File: src/hdl/flh32_pkg.sv
package flh32_pkg;

    localparam logic [31:0] K_MUL_X = 32'hcc9e2d51;
    localparam logic [31:0] K_MUL_H = 32'h1b873593;
    localparam logic [31:0] K_FIN   = 32'h1e35a7bd;
    localparam logic [7:0]  PAD_MARK   = 8'h80;
    localparam int          PAD_TARGET = 12;
    localparam int          BLOCK_BYTES = 16;
    localparam int          NUM_LANES   = 4;
    localparam int          QUEUE_DEPTH = 2;

    typedef enum logic
    {
        KIND_BLOCK,
        KIND_FINAL
    } kind_t;

    // One queue transaction: a 16-byte block, byte j in bits 8j+7:8j.
    typedef struct packed
    {
        kind_t        kind;
        logic [127:0] block;
    } entry_t;

    function automatic logic [31:0] rotl15(input logic [31:0] v);
        return {v[16:0], v[31:17]};
    endfunction

    function automatic logic [31:0] lane_base(input logic [1:0] idx);
        logic [31:0] r;
        unique case (idx)
            2'd0: r = 32'he6546b69;
            2'd1: r = 32'h9e3779b1;
            2'd2: r = 32'h1e35a7bd;
            default: r = 32'hc2b2ae35;
        endcase
        return r;
    endfunction

endpackage

File: src/hdl/flh32_front.sv
module flh32_front
(
    input  logic                clk,
    input  logic                rst_n,
    input  logic                in_valid,
    output logic                in_ready,
    input  logic [7:0]          in_byte,
    input  logic                in_has,
    input  logic                in_last,
    output logic                push,
    output flh32_pkg::entry_t   push_entry,
    input  logic                q_full,
    output logic                msg_open
);
    import flh32_pkg::*;

    typedef enum logic
    {
        F_RUN,
        F_FLUSH
    } fstate_t;

    fstate_t     state_reg;
    logic [4:0]  fill_reg;
    logic [31:0] len_reg;
    logic        open_reg;
    logic        last_pend_reg;
    logic        mark_done_reg;
    logic [7:0]  buf_reg [BLOCK_BYTES];

    logic        accept;
    logic [127:0] pad_blk;
    logic [127:0] final_blk;

    assign in_ready = (state_reg == F_RUN);
    assign accept   = in_valid && in_ready;
    assign msg_open = open_reg;
    assign push     = (state_reg == F_FLUSH) && !q_full;

    // bytes below fill come from the buffer, then the pad mark (unless already placed), then zeros
    always_comb
    begin
        for (int j = 0; j < BLOCK_BYTES; j++)
        begin
            if (5'(j) < fill_reg)
                pad_blk[8*j +: 8] = buf_reg[j];
            else if ((5'(j) == fill_reg) && !mark_done_reg)
                pad_blk[8*j +: 8] = PAD_MARK;
            else
                pad_blk[8*j +: 8] = 8'h00;
        end
        final_blk = {len_reg, pad_blk[95:0]};
    end

    always_comb
    begin
        if (fill_reg == 5'(BLOCK_BYTES))
        begin
            push_entry.kind  = KIND_BLOCK;
            push_entry.block = pad_blk;
        end
        else if (fill_reg < 5'(PAD_TARGET))
        begin
            push_entry.kind  = KIND_FINAL;
            push_entry.block = final_blk;
        end
        else
        begin
            push_entry.kind  = KIND_BLOCK;
            push_entry.block = pad_blk;
        end
    end

    always_ff @(posedge clk)
    begin
        if (accept && in_has)
            buf_reg[fill_reg[3:0]] <= in_byte;
    end

    always_ff @(posedge clk or negedge rst_n)
    begin
        if (!rst_n)
        begin
            state_reg     <= F_RUN;
            fill_reg      <= '0;
            len_reg       <= '0;
            open_reg      <= 1'b0;
            last_pend_reg <= 1'b0;
            mark_done_reg <= 1'b0;
        end
        else
        begin
            unique case (state_reg)
                F_RUN:
                begin
                    if (accept)
                    begin
                        if (in_has)
                        begin
                            fill_reg <= fill_reg + 5'd1;
                            len_reg  <= len_reg + 32'd1;
                            open_reg <= 1'b1;
                        end
                        last_pend_reg <= in_last;
                        if (in_last || (in_has && (fill_reg == 5'(BLOCK_BYTES - 1))))
                            state_reg <= F_FLUSH;
                    end
                end
                F_FLUSH:
                begin
                    if (push)
                    begin
                        fill_reg <= '0;
                        if (fill_reg == 5'(BLOCK_BYTES))
                        begin
                            state_reg <= last_pend_reg ? F_FLUSH : F_RUN;
                        end
                        else if (fill_reg < 5'(PAD_TARGET))
                        begin
                            len_reg       <= '0;
                            open_reg      <= 1'b0;
                            last_pend_reg <= 1'b0;
                            mark_done_reg <= 1'b0;
                            state_reg     <= F_RUN;
                        end
                        else
                        begin
                            // pad mark already placed, length goes in a second block
                            mark_done_reg <= 1'b1;
                        end
                    end
                end
                default: state_reg <= F_RUN;
            endcase
        end
    end

    a_fill_range: assert property (@(posedge clk) disable iff (!rst_n)
        fill_reg <= 5'(BLOCK_BYTES))
        else $error("fill count beyond block size");

    a_ready_room: assert property (@(posedge clk) disable iff (!rst_n)
        in_ready |-> (fill_reg < 5'(BLOCK_BYTES)) && !last_pend_reg)
        else $error("ready with a full block or pending finish");

endmodule

File: src/hdl/flh32_fifo.sv
module flh32_fifo
#(
    parameter int DEPTH = flh32_pkg::QUEUE_DEPTH
)
(
    input  logic                clk,
    input  logic                rst_n,
    input  logic                push,
    input  flh32_pkg::entry_t   push_entry,
    output logic                full,
    input  logic                pop,
    output flh32_pkg::entry_t   head,
    output logic                empty
);
    import flh32_pkg::*;

    localparam int PW = (DEPTH > 1) ? $clog2(DEPTH) : 1;
    localparam int CW = $clog2(DEPTH + 1);

    entry_t        mem [DEPTH];
    logic [PW-1:0] wr_ptr_reg;
    logic [PW-1:0] rd_ptr_reg;
    logic [CW-1:0] count_reg;
    logic          do_push;
    logic          do_pop;

    assign full    = (count_reg == CW'(DEPTH));
    assign empty   = (count_reg == '0);
    assign do_push = push && !full;
    assign do_pop  = pop && !empty;
    assign head    = mem[rd_ptr_reg];

    always_ff @(posedge clk)
    begin
        if (do_push)
            mem[wr_ptr_reg] <= push_entry;
    end

    always_ff @(posedge clk or negedge rst_n)
    begin
        if (!rst_n)
        begin
            wr_ptr_reg <= '0;
            rd_ptr_reg <= '0;
            count_reg  <= '0;
        end
        else
        begin
            if (do_push)
                wr_ptr_reg <= (wr_ptr_reg == PW'(DEPTH - 1)) ? '0 : wr_ptr_reg + PW'(1);
            if (do_pop)
                rd_ptr_reg <= (rd_ptr_reg == PW'(DEPTH - 1)) ? '0 : rd_ptr_reg + PW'(1);
            if (do_push && !do_pop)
                count_reg <= count_reg + CW'(1);
            else if (do_pop && !do_push)
                count_reg <= count_reg - CW'(1);
        end
    end

    a_count_range: assert property (@(posedge clk) disable iff (!rst_n)
        count_reg <= CW'(DEPTH))
        else $error("queue count beyond depth");

endmodule

File: src/hdl/flh32_back.sv
module flh32_back
(
    input  logic                clk,
    input  logic                rst_n,
    input  logic                cfg_wen,
    input  logic [31:0]         cfg_wdata,
    input  logic                msg_open,
    input  flh32_pkg::entry_t   head,
    input  logic                empty,
    output logic                pop,
    output logic                out_valid,
    input  logic                out_ready,
    output logic [31:0]         out_data
);
    import flh32_pkg::*;

    typedef enum logic [2:0]
    {
        B_IDLE,
        B_MULW,
        B_LANE,
        B_FLANE,
        B_FMULX,
        B_FACC,
        B_FOUT
    } bstate_t;

    bstate_t     state_reg;
    logic [1:0]  idx_reg;
    logic [31:0] lane_reg [NUM_LANES];
    logic [31:0] prod_reg;
    logic [31:0] acc_reg;
    logic [31:0] seed_reg;
    logic [31:0] out_reg;
    logic        out_valid_reg;

    logic [31:0] word;
    logic [31:0] mul_a;
    logic [31:0] mul_k;
    logic [31:0] mul_p;
    logic        slot_free;
    logic        last_lane;

    assign word      = head.block[{idx_reg, 5'd0} +: 32];
    assign slot_free = !out_valid_reg || out_ready;
    assign last_lane = (idx_reg == 2'(NUM_LANES - 1));
    assign out_valid = out_valid_reg;
    assign out_data  = out_reg;

    assign pop = ((state_reg == B_LANE) && last_lane && (head.kind == KIND_BLOCK))
              || ((state_reg == B_FOUT) && slot_free);

    // single shared multiplier, operands picked by step
    always_comb
    begin
        mul_a = word;
        mul_k = K_MUL_X;
        unique case (state_reg)
            B_MULW:
            begin
                mul_a = word;
                mul_k = K_MUL_X;
            end
            B_LANE:
            begin
                mul_a = rotl15(lane_reg[idx_reg] ^ prod_reg);
                mul_k = K_MUL_H;
            end
            B_FLANE:
            begin
                mul_a = rotl15(lane_reg[idx_reg]);
                mul_k = K_FIN;
            end
            B_FMULX:
            begin
                mul_a = prod_reg;
                mul_k = K_MUL_X;
            end
            B_FACC:
            begin
                mul_a = rotl15(acc_reg ^ prod_reg);
                mul_k = K_MUL_H;
            end
            B_FOUT:
            begin
                mul_a = rotl15(acc_reg);
                mul_k = K_FIN;
            end
            default:
            begin
                mul_a = word;
                mul_k = K_MUL_X;
            end
        endcase
        mul_p = mul_a * mul_k;
    end

    always_ff @(posedge clk or negedge rst_n)
    begin
        if (!rst_n)
        begin
            state_reg     <= B_IDLE;
            idx_reg       <= '0;
            seed_reg      <= '0;
            out_valid_reg <= 1'b0;
            prod_reg      <= '0;
            acc_reg       <= '0;
            out_reg       <= '0;
            for (int i = 0; i < NUM_LANES; i++)
                lane_reg[i] <= lane_base(2'(i));
        end
        else
        begin
            if ((state_reg == B_FOUT) && slot_free)
                out_valid_reg <= 1'b1;
            else if (out_ready)
                out_valid_reg <= 1'b0;

            // seed write between messages reloads the lanes at once
            if (cfg_wen)
            begin
                seed_reg <= cfg_wdata;
                if (!msg_open)
                    for (int i = 0; i < NUM_LANES; i++)
                        lane_reg[i] <= lane_base(2'(i)) ^ cfg_wdata;
            end

            unique case (state_reg)
                B_IDLE:
                begin
                    idx_reg <= '0;
                    if (!empty)
                        state_reg <= B_MULW;
                end
                B_MULW:
                begin
                    prod_reg  <= mul_p;
                    state_reg <= B_LANE;
                end
                B_LANE:
                begin
                    lane_reg[idx_reg] <= mul_p;
                    if (last_lane)
                    begin
                        idx_reg <= '0;
                        acc_reg <= '0;
                        state_reg <= (head.kind == KIND_FINAL) ? B_FLANE : B_IDLE;
                    end
                    else
                    begin
                        idx_reg   <= idx_reg + 2'd1;
                        state_reg <= B_MULW;
                    end
                end
                B_FLANE:
                begin
                    prod_reg  <= mul_p;
                    state_reg <= B_FMULX;
                end
                B_FMULX:
                begin
                    prod_reg  <= mul_p;
                    state_reg <= B_FACC;
                end
                B_FACC:
                begin
                    acc_reg <= mul_p;
                    if (last_lane)
                        state_reg <= B_FOUT;
                    else
                    begin
                        idx_reg   <= idx_reg + 2'd1;
                        state_reg <= B_FLANE;
                    end
                end
                B_FOUT:
                begin
                    if (slot_free)
                    begin
                        out_reg <= mul_p;
                        for (int i = 0; i < NUM_LANES; i++)
                            lane_reg[i] <= lane_base(2'(i)) ^ seed_reg;
                        state_reg <= B_IDLE;
                    end
                end
                default: state_reg <= B_IDLE;
            endcase
        end
    end

    a_pop_nonempty: assert property (@(posedge clk) disable iff (!rst_n)
        pop |-> !empty)
        else $error("pop from empty queue");

    a_final_only: assert property (@(posedge clk) disable iff (!rst_n)
        (state_reg == B_FLANE) |-> (head.kind == KIND_FINAL) && !empty)
        else $error("finalize without a final block at queue head");

    a_out_hold: assert property (@(posedge clk) disable iff (!rst_n)
        (out_valid_reg && !out_ready) |=> out_valid_reg && $stable(out_reg))
        else $error("pending hash lost or changed");

endmodule

File: src/hdl/four_lane_streaming_hash32.sv
// Throughput: one byte per cycle, with a flush state after each 16-byte block that waits
// for queue room; the lane sequencer works each block through its one 32x32 multiplier.
// After the last transaction, the final block runs the lane rounds, then lane finalize
// and fold and hash finalize; padding that spills adds a block, and queued blocks go first.
// Reset (rst_n, async, active low): seed 0, lanes at their start constants,
// empty queue, no partial block, no pending hash.
module four_lane_streaming_hash32
#(
    parameter int QUEUE_DEPTH = flh32_pkg::QUEUE_DEPTH
)
(
    input  logic        clk,
    input  logic        rst_n,
    // configuration: seed register
    input  logic        cfg_wen,
    input  logic [31:0] cfg_wdata,
    // input stream
    input  logic        s_tvalid,
    output logic        s_tready,
    input  logic [7:0]  s_tdata,   // [7:0] data_byte
    input  logic        s_tuser,   // [0] has_byte
    input  logic        s_tlast,   // ends the message
    // output stream
    output logic        m_tvalid,
    input  logic        m_tready,
    output logic [31:0] m_tdata    // [31:0] hash_value
);
    import flh32_pkg::*;

    // Front: collects bytes into a 16-byte block buffer, counts the message
    // length, and builds padded final blocks. Each full, padded or final block is one
    // queue transaction.
    logic   push;
    entry_t push_entry;
    logic   q_full;
    logic   msg_open;

    // Back side of the queue.
    entry_t head;
    logic   q_empty;
    logic   pop;

    flh32_front u_front
    (
        .clk        (clk),
        .rst_n      (rst_n),
        .in_valid   (s_tvalid),
        .in_ready   (s_tready),
        .in_byte    (s_tdata),
        .in_has     (s_tuser),
        .in_last    (s_tlast),
        .push       (push),
        .push_entry (push_entry),
        .q_full     (q_full),
        .msg_open   (msg_open)
    );

    // Short queue of blocks so byte intake and lane math stall independently.
    flh32_fifo
    #(
        .DEPTH (QUEUE_DEPTH)
    )
    u_fifo
    (
        .clk        (clk),
        .rst_n      (rst_n),
        .push       (push),
        .push_entry (push_entry),
        .full       (q_full),
        .pop        (pop),
        .head       (head),
        .empty      (q_empty)
    );

    // Back: lane rounds, lane finalize and fold, hash finalize, all through a
    // single multiplier with a register after each product. Holds the seed and
    // reloads the seeded lanes after each hash (or on a seed write between
    // messages). The output register lets the next blocks proceed while a
    // hash waits to be taken.
    flh32_back u_back
    (
        .clk       (clk),
        .rst_n     (rst_n),
        .cfg_wen   (cfg_wen),
        .cfg_wdata (cfg_wdata),
        .msg_open  (msg_open),
        .head      (head),
        .empty     (q_empty),
        .pop       (pop),
        .out_valid (m_tvalid),
        .out_ready (m_tready),
        .out_data  (m_tdata)
    );

endmodule

File: config.mk
export PLATFORM = sky130hd
export DESIGN_NAME = four_lane_streaming_hash32
export DESIGN_NICKNAME = d
export VERILOG_FILES = /design/src/hdl/flh32_pkg.sv /design/src/hdl/flh32_front.sv /design/src/hdl/flh32_fifo.sv /design/src/hdl/flh32_back.sv /design/src/hdl/four_lane_streaming_hash32.sv
export SDC_FILE = /design/constraint.sdc
export NUM_CORES = 2
export LEC_CHECK = 0
export BUFFER_PORTS_ARGS = -buffer_cell sky130_fd_sc_hd__buf_4
export CAP_MARGIN = 25
export CORE_MARGIN = 2
export CORE_UTILIZATION = 40
export CTS_CLUSTER_SIZE = 24
export DETAILED_ROUTE_END_ITERATION = 6
export GPL_TIMING_DRIVEN = 0
export REMOVE_ABC_BUFFERS = 1
export SYNTH_ARGS = -nofsm -noshare
export SYNTH_HDL_FRONTEND = slang
export SYNTH_SLANG_ARGS = --single-unit
File: constraint.sdc
create_clock -name clk -period 8.05 [get_ports clk]
set_input_delay 0.805 -clock clk [delete_from_list [all_inputs] [get_ports clk]]
set_output_delay 0.805 -clock clk [all_outputs]
set_load 0.05 [all_outputs]
==> metrics.csv <==
stage,metric,value,unit
logic_synthesis,synthesized cell area,44940,µm²
critical_path,R2R depth,35,
logic_synthesis,post-synthesis cell type count,79,
timing,hold_ws,0.02133,ns
logic_synthesis,Syn Area/Cell,11.39,µm²
global_routing,vias in the first global route,33190,
detailed_routing,vias,32530,
critical_path,Setup CP Type,reg2reg,
clock_tree,clk_lat worst skew,0.65,ns
critical_path,worst reg2reg path endpoint,u_back.lane_reg[31]$_DFF_PN1_,
detailed_routing,Starting DRT DRC Count,3454,
clock_tree,Clock Root Buffer,clkbuf_16,
cells_and_area,max reg flops,258,
floorplan,core area,111100,µm²
timing,Max Slew Vio Count,0,
status,status,"finished, violations left",
detailed_routing,drt pass-1 iters,6,
placed_design,hpwl dp,97.38,mm
global_routing,GRT Residual Overflow,0,
clock_tree,cts hold-fix bufs,0,
timing,Worst Max-Slew Pin Slew,1.119,ns
detailed_routing,Via density,5.677,
critical_path,CP arrival,9.36,ns
timing,setup tns final,-42.60,ns
cells_and_area,Layout Cells excl Fill,5730,
critical_path,worst endpoint required time,8.55,ns
timing,RSZ-0062 raised after global routing,true,
global_routing,pin count of the biggest net entering global routing,104,
global_routing,initial antenna violation count,0,
logic_synthesis,Synth Flop Type,edfxtp_1,
timing,final setup violating endpoints,100,
clock_tree,CTS tree,yes,
cells_and_area,layout cells sized above 1,0.2588,
global_routing,GRT Overall Usage,0.2484,
global_routing,first-pass GRT wire length,215.1,mm
detailed_routing,Avg WL per Cell,25.07,µm
cells_and_area,NumNets Final,4768,
clock_tree,CTS buffer count,70,
critical_path,FF-to-FF setup slack,-0.81,ns
timing,period utilization,1.101,
detailed_routing,number of routed nets with antenna violations,0,
worst_hold_path,min-delay worst type,in2async,
floorplan,die width,339.2,µm
timing,Fmax achieved,0.1129,GHz
clock_tree,CTS sink count,693,
critical_path,"Top cell by count, worst path",fa_1,
floorplan,chip height,339.2,µm
critical_path,worst r2r src,u_back.idx_reg[0]$_DFFE_PN0P_,
status,violated checks,setup timing,
critical_path,"slowest stage delay, CP",0.60,ns
floorplan,Ports,81,
run,Max Cap Violations,0,
placed_design,placed cell areas,47600,µm²
critical_path,CP Launch Type,register,
cells_and_area,synthesis-to-layout area growth,21.56,%
timing,Hold Fails Final Rpt,0,
logic_synthesis,ys async rst share,0.4430,
detailed_routing,total wire length,143.7,mm
logic_synthesis,YS warnings,0,
cells_and_area,antenna cells,0,
cells_and_area,Final Cell Area,54630,µm²
floorplan,Die ar.,115100,µm²
timing,post-route setup slack,-0.8104,ns
critical_path,crit path max fanout,7,
floorplan,FP Rows,122,
detailed_routing,DRC Markers,0,
clock_tree,Max H-tree Level,3,
timing,fin crit period,8.860,ns
logic_synthesis,post-synthesis sequential area ratio,0.4308,
floorplan,Starting Density,0.4044,
placed_design,Placed Cells,5357,
placed_design,GPL Wtd Cong,0.9329,
timing,Worst Skew,0.04000,ns
critical_path,CP max stage cell,mux4_2,
logic_synthesis,"flops & latches, synth",693,
logic_synthesis,Mapped Cells,3947,
critical_path,Critical Path End Type,register,
clock_tree,Max Root-Sink Buffers,3,
clock_tree,CTS clock-pin slew for the worst setup and hold paths,0.06,ns
timing,Slew headroom,0.2521,
placed_design,port bufs,80,
logic_synthesis,"EDFF count, synth",386,
[metal layers]
metal,vias up,global-route usage,wire (µm)
met5,-,0,0
met1,16630,0.3372,58390
met2,1460,0.3875,66500
met3,332,0.05091,11970
li1,14110,-,-
met4,0,0.1080,6821
[critical path, delay by kind of cell (launching register included)]
family / cells / cell delay [ns]
AOI/OAI and AO/OA: 11 / 1.89
muxes: 1 / 0.60
adders and majority gates: 9 / 4.28
DFF: 1 / 0.44
buffers and inverters: 10 / 0.89
xor gates and xnor gates: 2 / 0.37
and+or+nand+nor: 2 / 0.20
[worst max-delay path by stage]
stage                                          from                              end  slack [ns]
floorplan           u_back.state_reg[0]$_DFFE_PN0P_  u_back.out_data[31]$_DFFE_PN0P_       -3.52
global placement    u_back.state_reg[0]$_DFFE_PN0P_    u_back.lane_reg[90]$_DFF_PN1_       -8.64
detailed placement  u_back.state_reg[1]$_DFFE_PN0P_  u_back.prod_reg[29]$_DFFE_PN0P_       -3.18
CTS                   u_back.idx_reg[0]$_DFFE_PN0P_    u_back.lane_reg[31]$_DFF_PN1_       -0.69
global route          u_back.idx_reg[0]$_DFFE_PN0P_  u_back.out_data[31]$_DFFE_PN0P_       -0.99
finish                u_back.idx_reg[0]$_DFFE_PN0P_    u_back.lane_reg[31]$_DFF_PN1_       -0.81
[synthesized netlist by cell type (7+ instances only)]
cell type	instances	area share
a211o_1	9	0.0018
a211oi_1	8	0.0013
a21o_1	9	0.0015
a21oi_1	160	0.018
a221oi_1	7	0.0014
a22o_1	29	0.0057
a31oi_1	36	0.0050
a32oi_1	18	0.0035
and2_1	54	0.0075
and3_1	17	0.0024
buf_1	21	0.0018
buf_2	25	0.0028
buf_4	8	0.0013
buf_6	8	0.0020
clkbuf_1	148	0.012
dfrtp_1	236	0.13
dfstp_2	71	0.042
edfxtp_1	386	0.26
fa_1	355	0.16
ha_1	181	0.050
inv_1	500	0.042
mux2_2	41	0.010
mux2i_1	11	0.0025
mux4_1	9	0.0053
mux4_2	87	0.044
nand2_1	333	0.028
nand2b_1	20	0.0028
nand3_1	92	0.010
nand4_1	9	0.0013
nor2_1	237	0.020
nor2b_1	104	0.014
nor3_1	15	0.0017
o211ai_1	12	0.0020
o21a_1	34	0.0057
o21ai_0	261	0.029
o21ai_1	15	0.0017
o21bai_1	8	0.0013
o221ai_1	76	0.015
o22a_1	21	0.0041
o22ai_1	23	0.0032
o31ai_1	15	0.0025
or2_2	20	0.0028
or3_1	13	0.0018
xnor2_1	84	0.016
xor2_1	46	0.0090
[cell type report]
type | count | area, µm²
Clock buffer | 106 | 1947
Clock inverter | 23 | 284.0
Fill cell | 9807 | 56490
Inverter | 504 | 1993
Multi-Input combinational cell | 2538 | 25080
Sequential cell | 693 | 19380
Tap cell | 1488 | 1862
Timing Repair Buffer | 378 | 4086
[timing repair]
action,4_1_cts,5_1_grt
cloned,15,0
gates resized for setup,438,147
endpoints found under the hold margin,0,0
setup buffers,196,38
pin swaps,153,109
endpoints found under the setup margin,175,145
[stage by stage]
stage	setup slack (ns)	util
3_5_place_dp	-3.185	0.4284
5_1_grt	-0.9892	0.4916
6_report	-0.8104	0.4916
3_3_place_gp	-8.640	0.4176
4_1_cts	-0.6861	0.4840
2_1_floorplan	-3.517	-
[cells in the final DEF (no fill, tap or decap), drive strengths merged, types with 23 or more instances in the layout]
cell type	instances
a21oi	162
a22o	29
a31oi	36
and2	54
buf	376
clkbuf	106
dfrtp	236
dfstp	71
edfxtp	386
fa	355
ha	181
inv	494
mux2	41
mux4	96
nand2	334
nand3	92
nor2	238
nor2b	104
o21a	35
o21ai	280
o221ai	79
o22ai	23
xnor2	85
xor2	46
[cell families (layout without fill, tap and decap cells)]
| group | after synthesis | after routing | share of synthesized area |
|---|---|---|---|
| simple gates | 930 | 934 | 0.09535 |
| buf+inv | 721 | 1011 | 0.06434 |
| flops | 693 | 693 | 0.4308 |
| compound gates | 785 | 786 | 0.1119 |
| xor+xnor | 134 | 134 | 0.02748 |
| mux | 148 | 148 | 0.06158 |
| fa+ha+maj | 536 | 536 | 0.2085 |
Power is left out: the tool's default activity adds up to more than one toggle a clock period on the data nets, which glitch-free logic cannot reach.
